===== config.mk =====
export PLATFORM = sky130hd
export DESIGN_NAME = buzzer_pattern_sequencer_top
export DESIGN_NICKNAME = d
export VERILOG_FILES = /design/src/hdl/bps_pkg.sv /design/src/hdl/buzzer_pattern_sequencer_top.sv /design/src/hdl/bps_req_decode.sv /design/src/hdl/bps_player.sv
export SDC_FILE = /design/constraint.sdc
export NUM_CORES = 1
export LEC_CHECK = 0
export BUFFER_PORTS_ARGS = -buffer_cell sky130_fd_sc_hd__buf_4
export CORE_MARGIN = 4
export CORE_UTILIZATION = 45
export DETAILED_ROUTE_END_ITERATION = 10
export GPL_TIMING_DRIVEN = 0
export PLACE_DENSITY = 0.72
export SLEW_MARGIN = 20
export SYNTH_ARGS = -nofsm -noshare
export SYNTH_HDL_FRONTEND = slang
export SYNTH_SLANG_ARGS = --single-unit

===== constraint.sdc =====
create_clock -name aclk -period 11.5 [get_ports aclk]
set_input_delay 1.15 -clock aclk [delete_from_list [all_inputs] [get_ports aclk]]
set_output_delay 1.15 -clock aclk [all_outputs]
set_load 0.03 [all_outputs]

===== src/hdl/bps_pkg.sv =====
// Shared types, codes and helper functions for the buzzer pattern sequencer.
// No dependencies.
`default_nettype none

package bps_pkg;

    // Command codes carried by each input beat
    typedef enum logic [1:0] {
        CMD_TICK     = 2'd0,
        CMD_DURATION = 2'd1,
        CMD_NTIMES   = 2'd2,
        CMD_PATTERN  = 2'd3
    } cmd_t;

    localparam int unsigned PATTERN_W = 32;
    localparam int unsigned REPS_W    = 8;
    localparam int unsigned DUR_W     = 11;
    localparam int unsigned CURSOR_W  = 5;

    // Request as decoded from a command
    typedef struct packed {
        logic [PATTERN_W-1:0] bits;
        logic [REPS_W-1:0]    reps;
    } req_t;

    // Per-beat result of the player
    typedef struct packed {
        logic buzzer_on;
        logic busy;
    } res_t;

    // Divide a 13-bit value by 125: reciprocal multiply, then one correction
    function automatic logic [6:0] div125(input logic [12:0] x);
        logic [22:0] prod;
        logic [6:0]  q;
        logic [12:0] r;
        prod = 23'(x) * 23'd524;
        q    = prod[22:16];
        r    = x - 13'(13'(q) * 13'd125);
        if (r >= 13'd125) begin
            q = q + 7'd1;
        end
        return q;
    endfunction

    // Mask of the low s bits, all ones once s reaches the word width
    function automatic logic [PATTERN_W-1:0] low_ones(input logic [6:0] s);
        logic [PATTERN_W-1:0] m;
        if (s >= 7'd32) begin
            m = '1;
        end else begin
            m = (PATTERN_W'(1) << s[4:0]) - PATTERN_W'(1);
        end
        return m;
    endfunction

    // Position of the most significant set bit, zero for an empty word
    function automatic logic [CURSOR_W-1:0] top_bit(input logic [PATTERN_W-1:0] v);
        logic [CURSOR_W-1:0] pos;
        pos = '0;
        for (int i = 0; i < PATTERN_W; i++) begin
            if (v[i]) begin
                pos = CURSOR_W'(i);
            end
        end
        return pos;
    endfunction

endpackage

`default_nettype wire


===== src/hdl/buzzer_pattern_sequencer_top.sv =====
// Buzzer pattern sequencer: how to use it
//  - Input channel (s_*): one command beat per item: a 16 Hz tick, a beep of
//    s_duration_ms, s_repeat_count beeps, or a raw 32-bit s_pattern_word.
//  - Result channel (m_*): one beat per command with the buzzer pin level
//    (m_buzzer_on) and whether a request is pending or playing (m_busy_res).
//  - Path: a beat passes the input register and then the result register;
//    the player state updates between the two.
//  - Throughput: one beat per cycle while m_ready stays high; the player's next-state
//    logic and the leading-one encoder are combinational between the two registers.
//  - Reset (aresetn low, synchronous): both registers empty, pattern state
//    cleared, player pin low, not busy; the result data bits are not reset.
//  - Stall: while m_ready is low the result beat holds; one more beat waits
//    in the input register, after which s_ready drops.
// Depends on bps_pkg, bps_req_decode and bps_player.
`default_nettype none

module buzzer_pattern_sequencer_top (
    input  wire logic        aclk,
    input  wire logic        aresetn,
    input  wire logic        s_valid,
    output logic             s_ready,
    input  wire logic [1:0]  s_command,
    input  wire logic [31:0] s_pattern_word,
    input  wire logic [10:0] s_duration_ms,
    input  wire logic [7:0]  s_repeat_count,
    output logic             m_valid,
    input  wire logic        m_ready,
    output logic             m_buzzer_on,
    output logic             m_busy_res
);
    import bps_pkg::*;

    logic                 in_vld_reg;
    cmd_t                 cmd_reg;
    logic [PATTERN_W-1:0] word_reg;
    logic [DUR_W-1:0]     dur_reg;
    logic [REPS_W-1:0]    reps_reg;

    logic                 out_vld_reg;
    logic                 buzzer_reg;
    logic                 busy_reg;

    logic                 advance;
    req_t                 req;
    res_t                 res;

    // Move the held beat on when the result register is free or draining
    assign advance = in_vld_reg && (!out_vld_reg || m_ready);
    assign s_ready = !in_vld_reg || advance;

    // Input register
    always_ff @(posedge aclk) begin
        if (!aresetn) begin
            in_vld_reg <= 1'b0;
        end else if (s_ready) begin
            in_vld_reg <= s_valid;
        end
    end

    always_ff @(posedge aclk) begin
        if (s_valid && s_ready) begin
            cmd_reg  <= cmd_t'(s_command);
            word_reg <= s_pattern_word;
            dur_reg  <= s_duration_ms;
            reps_reg <= s_repeat_count;
        end
    end

    bps_req_decode u_decode (
        .cmd          (cmd_reg),
        .pattern_word (word_reg),
        .duration_ms  (dur_reg),
        .repeat_count (reps_reg),
        .req          (req)
    );

    bps_player u_player (
        .aclk    (aclk),
        .aresetn (aresetn),
        .step    (advance),
        .cmd     (cmd_reg),
        .req     (req),
        .res     (res)
    );

    // Result register
    always_ff @(posedge aclk) begin
        if (!aresetn) begin
            out_vld_reg <= 1'b0;
        end else if (advance) begin
            out_vld_reg <= 1'b1;
        end else if (m_ready) begin
            out_vld_reg <= 1'b0;
        end
    end

    always_ff @(posedge aclk) begin
        if (advance) begin
            buzzer_reg <= res.buzzer_on;
            busy_reg   <= res.busy;
        end
    end

    assign m_valid     = out_vld_reg;
    assign m_buzzer_on = buzzer_reg;
    assign m_busy_res  = busy_reg;

endmodule

`default_nettype wire


===== src/hdl/bps_req_decode.sv =====
// Request decoder: turns a command beat into the pattern and repeat count.
// Depends on bps_pkg.
`default_nettype none

module bps_req_decode (
    input  wire bps_pkg::cmd_t   cmd,
    input  wire logic [31:0]     pattern_word,
    input  wire logic [10:0]     duration_ms,
    input  wire logic [7:0]      repeat_count,
    output bps_pkg::req_t        req
);
    import bps_pkg::*;

    logic [6:0]           k_count;
    logic [6:0]           j_count;
    logic [PATTERN_W-1:0] k_mask;
    logic [PATTERN_W-1:0] j_mask;

    // k = 16*d/1000 = 2d/125, j = 32*d/1000 = 4d/125
    assign k_count = div125({1'b0, duration_ms, 1'b0});
    assign j_count = div125({duration_ms, 2'b00});
    assign k_mask  = low_ones(k_count);
    assign j_mask  = low_ones(j_count);

    // Select the request pattern for the command
    always_comb begin
        case (cmd)
            CMD_DURATION: begin
                req.bits = k_mask;
                req.reps = REPS_W'(1);
            end
            CMD_NTIMES: begin
                req.bits = j_mask ^ k_mask;
                req.reps = repeat_count;
            end
            CMD_PATTERN: begin
                req.bits = pattern_word;
                req.reps = REPS_W'(1);
            end
            default: begin
                req.bits = '0;
                req.reps = '0;
            end
        endcase
    end

endmodule

`default_nettype wire


===== src/hdl/bps_player.sv =====
// Player: pending and active pattern state, advanced once per beat.
// Depends on bps_pkg.
`default_nettype none

module bps_player (
    input  wire logic          aclk,
    input  wire logic          aresetn,
    input  wire logic          step,
    input  wire bps_pkg::cmd_t cmd,
    input  wire bps_pkg::req_t req,
    output bps_pkg::res_t      res
);
    import bps_pkg::*;

    logic [PATTERN_W-1:0] pend_bits_reg, pend_bits_next;
    logic [REPS_W-1:0]    pend_reps_reg, pend_reps_next;
    logic [PATTERN_W-1:0] act_bits_reg,  act_bits_next;
    logic [REPS_W-1:0]    act_reps_reg,  act_reps_next;
    logic [CURSOR_W-1:0]  cursor_reg,    cursor_next;
    logic                 cursor_vld_reg, cursor_vld_next;
    logic                 pin_reg,       pin_next;

    logic                 load;
    logic [PATTERN_W-1:0] play_bits;
    logic [REPS_W-1:0]    play_reps;
    logic [CURSOR_W-1:0]  cur;

    // Work out the state after this beat
    always_comb begin
        pend_bits_next  = pend_bits_reg;
        pend_reps_next  = pend_reps_reg;
        act_bits_next   = act_bits_reg;
        act_reps_next   = act_reps_reg;
        cursor_next     = cursor_reg;
        cursor_vld_next = cursor_vld_reg;
        pin_next        = pin_reg;

        load      = (pend_reps_reg != '0) && (act_reps_reg == '0);
        play_bits = load ? pend_bits_reg : act_bits_reg;
        play_reps = load ? pend_reps_reg : act_reps_reg;
        cur       = cursor_vld_reg ? cursor_reg : top_bit(play_bits);

        case (cmd)
            CMD_TICK: begin
                if (load) begin
                    pend_reps_next = '0;
                    act_bits_next  = pend_bits_reg;
                    act_reps_next  = pend_reps_reg;
                end
                if (load && (pend_bits_reg == '0)) begin
                    // drop an empty pattern, keep the pin
                    act_reps_next = '0;
                end else if (play_reps == '0) begin
                    pin_next = 1'b0;
                end else begin
                    pin_next = cursor_vld_reg ? play_bits[cursor_reg] : 1'b1;
                    if (cur == '0) begin
                        cursor_next     = cur;
                        cursor_vld_next = 1'b0;
                        act_reps_next   = play_reps - REPS_W'(1);
                    end else begin
                        cursor_next     = cur - CURSOR_W'(1);
                        cursor_vld_next = 1'b1;
                    end
                end
            end
            default: begin
                // overwrite the pending request
                pend_bits_next = req.bits;
                pend_reps_next = req.reps;
            end
        endcase

        res.buzzer_on = pin_next;
        res.busy      = (pend_reps_next != '0) || (act_reps_next != '0);
    end

    // Hold state; advance only on a beat leaving the input register
    always_ff @(posedge aclk) begin
        if (!aresetn) begin
            pend_bits_reg  <= '0;
            pend_reps_reg  <= '0;
            act_bits_reg   <= '0;
            act_reps_reg   <= '0;
            cursor_reg     <= '0;
            cursor_vld_reg <= 1'b0;
            pin_reg        <= 1'b0;
        end else if (step) begin
            pend_bits_reg  <= pend_bits_next;
            pend_reps_reg  <= pend_reps_next;
            act_bits_reg   <= act_bits_next;
            act_reps_reg   <= act_reps_next;
            cursor_reg     <= cursor_next;
            cursor_vld_reg <= cursor_vld_next;
            pin_reg        <= pin_next;
        end
    end

endmodule

`default_nettype wire


# [Word-level counts from Yosys, hierarchy flattened]
# Cells that the tools add are included.
[totals] out_inout_bits=4 reg_bits=144
[classes] shift=2 order_cmp=5 eq_ne=3 add_sub_neg=8 reduce_logical=21 n_mul=4 muxes=55 n_bitwise=4
[ops] cell="$pmux W40 S3" count=1
[ops] cell="$mux W32" count=3
[ops] cell="$mux W5" count=18
[ops] cell="$shl A1 B5 Y32 const A" count=2
[ops] cell="$sub A32 B2 Y32 const B" count=2
[ops] cell="$mux W8" count=7
[ops] cell="$mul A11 B8 Y19 const B" count=2
[ops] cell="$logic_not A32 Y1" count=1
[ops] cell="$mux W4" count=8
[ops] cell="$xor A32 B32 Y32" count=1
[ops] cell="$ge A13 B7 Y1 const B" count=2
[ops] cell="$reduce_bool A8 Y1" count=3
[ops] cell="$logic_not A8 Y1" count=2
[ops] cell="$ge A7 B6 Y1 const B" count=2
[ops] cell="$mux W7" count=2
[ops] cell="$mul A6 B7 Y13 const B" count=1
[ops] cell="$mul A7 B7 Y13 const B" count=1
[ops] cell="$sub A12 B13 Y13" count=1
[ops] cell="$sub A13 B13 Y13" count=1
[ops] cell="$mux W3" count=4
[ops] cell="$mux W1" count=9
[ops] cell="$sub A8 B1 Y8 const B" count=1
[ops] cell="$add A6 B1 Y7 const B" count=1
[ops] cell="$add A7 B1 Y7 const B" count=1
[ops] cell="other kinds (15)" count=26

# [Logic depth before layout (Yosys ltp)]
[depth] ltp_word=42 ltp_mapped=42 mapped_depth_nobuf=39

# [Modules after synthesis]
# Synthesis repeated with hierarchy kept, for this count alone.
[unflattened] hier_cells=1667 hier_area_um2=14067.2
[modules_own_cells] module="bps_req_decode" cells_per_inst=922 seq_area_each_um2=0.0 instances=1 area_per_inst_um2=6966.7
[modules_own_cells] module="bps_player" cells_per_inst=681 seq_area_each_um2=1741.7 instances=1 area_per_inst_um2=5345.1
[modules_own_cells] module="buzzer_pattern_sequencer_top" cells_per_inst=64 seq_area_each_um2=1691.6 instances=1 area_per_inst_um2=1755.4

# [Worst setup path after synthesis]
# Ideal clock, no wire load.
[synth_path] path_type="register to register" from="register dur_reg[8]" to="register u_player.pend_bits_reg[30]" stages_incl_launch_ff=40 setup_ns=0.121 required_ns=11.379 arrival_time_ns=10.040 path_slack_ns=1.339 path_cell_list="edfxtp_1 ha_1 ha_1 inv_1 fa_1 inv_1 ha_1 nand2_1 nor3_2 a2111oi_0 a211oi_1 clkbuf_1 inv_1 ha_1 clkbuf_1 xnor2_1 fa_1 inv_1 [... 4 more ...] ha_1 a2111o_1 a221o_1 a221oi_1 o211ai_1 o311ai_1 and2_0 clkbuf_1 clkbuf_1 nor2_1 nand2_1 ha_1 o31ai_1 nor4_1 o211ai_1 xor2_1 a22oi_1 a21oi_1"
[synth_between] elab_chain_len=10 elab_cells_between_ends=22
[synth_rtl] item="start, declared" line_no="buzzer_pattern_sequencer_top.sv:36" rtl="logic [DUR_W-1:0] dur_reg;"
[synth_rtl] item="start signal, assigned" line_no="buzzer_pattern_sequencer_top.sv:64" rtl="dur_reg <= s_duration_ms;"
[synth_rtl] item="$mul A11 B8 Y19" line_no="bps_pkg.sv:37" rtl="prod = 23'(x) * 23'd524;"
[synth_rtl] item="$mul A7 B7 Y13 or $mul A6 B7 Y13 (tied branches)" line_no="bps_pkg.sv:39" rtl="r = x - 13'(13'(q) * 13'd125);"
[synth_rtl] item="$sub A13 B13 Y13 or $sub A12 B13 Y13 (tied branches)" line_no="bps_pkg.sv:39"
[synth_rtl] item="$ge A13 B7 Y1" line_no="bps_pkg.sv:40" rtl="if (r >= 13'd125) begin"
[synth_rtl] item="$mux W7" line_no="bps_pkg.sv:40"
[synth_rtl] item="$shl A1 B5 Y32" line_no="bps_pkg.sv:52" rtl="m = (PATTERN_W'(1) << s[4:0]) - PATTERN_W'(1);"
[synth_rtl] item="$sub A32 B2 Y32" line_no="bps_pkg.sv:52"
[synth_rtl] item="$mux W32" line_no="bps_pkg.sv:49" rtl="if (s >= 7'd32) begin"
[synth_rtl] item="$xor A32 B32 Y32" line_no="bps_req_decode.sv:33" rtl="req.bits = j_mask ^ k_mask;"
[synth_rtl] item="$pmux W40 S3 *" line_no="bps_req_decode.sv:27" rtl="case (cmd)"
[synth_rtl] item="end signal, assigned" line_no="bps_player.sv:89" rtl="pend_bits_reg <= pend_bits_next;"
[synth_rtl] item="end, declared" line_no="bps_player.sv:15" rtl="logic [PATTERN_W-1:0] pend_bits_reg, pend_bits_next;"
# Every way passes the cells marked *; elsewhere a longest branch is shown, timed or not.
# A chain may end at the register's enable or synchronous reset.

# [Worst setup path in the final report]
[layout_path] from="register dur_reg[10]" to="register u_player.pend_bits_reg[10]"
# The elaborated chain is that of the path after synthesis.

==> key figures <==
Placed design
  – I/O Buffers: 60
  – Global placement routability congestion: 0.961
  – Post-detail-place hpwl: 33.6 mm
  – Post-Place Cells: 2024

Global routing
  – First-pass GRT wire length: 66.7 mm
  – Initial antenna violation count: 0
  – GRT Overall Usage: 25.4%
  – Gr busiest metal: met2
  – Number of global-route vias before repair: 11960
  – Largest net degree at the start of global routing: 54
  – Met2 Usage GRT: 38.0%
  – Met1 Use GR: 36.6%
  – GRT met3 Usage: 6.44%
  – GRT overflow: 0

Clock network
  – H-tree levels: 4
  – Clock Sinks: 144
  – Root buffer cell: clkbuf_16
  – Clock Latency Late Sink: 0.43 ns
  – Max clock buf depth: 2
  – CTS buffer count: 17
  – CTS Hold Bufs: 0
  – TritonCTS clock tree: built
  – Clock transition at path regs: 0.06 ns

Setup path
  – Crit Reg-Reg Startpoint: dur_reg[10]
  – Worst setup path class: register to register
  – Critical path capture point type: register
  – Critical Path Most Common Cell: ha_1
  – Max stage delay cell, worst path: o211ai_1
  – Max incr delay on CP: 0.53 ns
  – Setup crit start: dur_reg[10]
  – CP required: 11.87 ns
  – Worst-path fanout max: 10
  – Crit path launch type: register
  – Critical Path AT: 11.32 ns

Route
  – DR pass1 iterations: 6
  – Antenna Nets Post-Route: 0
  – WL final: 42.9 mm
  – Routed len/inst: 20.8 microns
  – Initial drt markers: 1611
  – Via density per instance: 6.25
  – Vias after detailed routing: 12899
  – DRC violations left: 0

Floorplanning
  – Starting Density: 45.5%
  – Die area: 32700 sq um
  – I/O pin count: 61
  – # rows: 63
  – Core ar.: 29600 sq um
  – Die height: 181 microns
  – Die span in x: 181 microns

Yosys
  – Post-synth ARST share: 0%
  – Post-synth EDFFs: 55
  – Synthesized area per cell: 8.55 sq um
  – Synth top area share: 13.2%
  – Count leader, synth: nand2_1
  – Synthesized area: 13500 sq um
  – Seq/Total Area, Yosys: 25.5%
  – Ys flop type: dfxtp_1
  – Top cell type by total area after synthesis: dfxtp_1
  – Largest cells by area after synthesis: dfxtp_1 13%, edfxtp_1 12%, ha_1 9.4%, fa_1 6.3%, nand2_1 4.3%
  – Synthesized net count: 1773
  – Yosys cell types: 95
  – Seq cells post-synth: 144
  – Synth cell count leaders: 155 x nand2_1, 127 x inv_1, 101 x ha_1
  – Yosys warns: 0
  – Mapped Cells: 1573

Cells and area
  – Layout cells sized above 1: 11.1%
  – Fillcell total: 2792
  – # nets final: 1862
  – Finished Layout Cells: 2065
  – Area Growth Syn to Fin: 12.8%
  – Ant diodes: 0

STA
  – Tmin final: 10.95 ns
  – Clock Skew: 0.00712 ns
  – Final hold vios: 0
  – Final setup viols: 0
  – Relative slew slack: 31.4%
  – Fin. max-slew vios: 0
  – Final Cycle Share: 95.2%
  – Tightest Pin Transition: 1.03 ns
  – Peak Freq: 91.3 MHz

Flow run
  – Max Cap Viol: 0

Outcome
  – Status: finished, final reports clean

Worst hold path
  – Hold Crit Class: register to register
  – HP Start: u_player.act_bits_reg[9]
==> cell families (layout without fill, tap and decap cells) <==
family          Yosys count  after routing  share of synthesized area (%)
simple gates            501            501                           18.9
flops                   144            144                           25.5
fa+ha+maj               143            143                           15.6
compound gates          440            440                           22.9
buf+inv                 209            310                           6.06
mux                      58             58                           5.69
xor+xnor                 78             79                           5.24
==> worst max-delay path: cells and delay by family, from the launching register on <==
kind	cells	cell delay [ns]
adder cells (fa/ha/maj)	9	3.16
AND/OR/NAND/NOR	7	1.20
AO/OA/AOI/OAI	12	3.68
XOR/XNOR	2	0.63
flip-flops	1	0.51
buffers and inverters	6	1.69
==> cells in the final DEF (no fill, tap or decap), drive strengths merged, types with 19 or more instances in the layout <==
cell      n
nand2   155
inv     129
ha      101
dfxtp    89
nor2     89
o21ai    88
a21oi    87
buf      85
clkbuf   83
xnor2    58
edfxtp   55
nand3    45
fa       42
nor3     40
mux2i    27
and2     26
a21boi   24
nor2b    23
a31oi    23
xor2     20
o211a    19
nor4     19
==> metrics by stage <==
| stage | util (%) | cell area [sq um] | hold slack, ns | TNS [ns] | setup WS, ns |
|---|---|---|---|---|---|
| 3_5_place_dp | 48.7 | 14400 | 0.461 | -6.72 | -0.869 |
| 5_1_grt | 51.3 | 15200 | 0.497 | -0.0893 | -0.0354 |
| 3_3_place_gp | 48.7 | 14400 | 0.449 | -4.06 | -0.715 |
| 6_report | 51.3 | 15200 | 0.482 | 0 | 0.553 |
| 2_1_floorplan | - | 13500 | 0.440 | 0 | 1.34 |
| 4_1_cts | 50.8 | 15000 | 0.471 | 0 | 0.0357 |
==> layer usage <==
layer / vias up / wire length, microns
li1: 5968 / -
met1: 6194 / 19000
met2: 647 / 18400
met3: 90 / 4250
met4: 0 / 1210
met5: - / 0
==> path summary, 6_finish.rpt <==
path,end,slack [ns],cells past startpoint
setup / recovery,u_player.pend_bits_reg[10],0.55,36
hold / removal,u_player.act_bits_reg[9],0.48,2
setup reg to reg,u_player.pend_bits_reg[10],0.55,36
hold reg to reg,u_player.act_bits_reg[9],0.48,2
==> cell type report <==
class / instances / area (sq um) / share of cell area, %
multi-input combinational: 1221 / 9330 / 61.5
tap: 390 / 488 / 3.22
inverter: 132 / 503 / 3.32
timing repair buffer: 71 / 533 / 3.51
buffer: 75 / 320 / 2.11
sequential: 144 / 3430 / 22.6
clock inverter: 10 / 111 / 0.734
clock buffer: 22 / 454 / 2.99
==> repair_timing <==
item	4_1_cts	5_1_grt
setup buffers	1	9
pin swaps	2	4
endpoints found under the setup margin	17	22
gates cloned	0	1
resized for setup	10	19
Power is not shown: default switching activity piles up to over one toggle a cycle in this logic, so the estimate is an artifact.
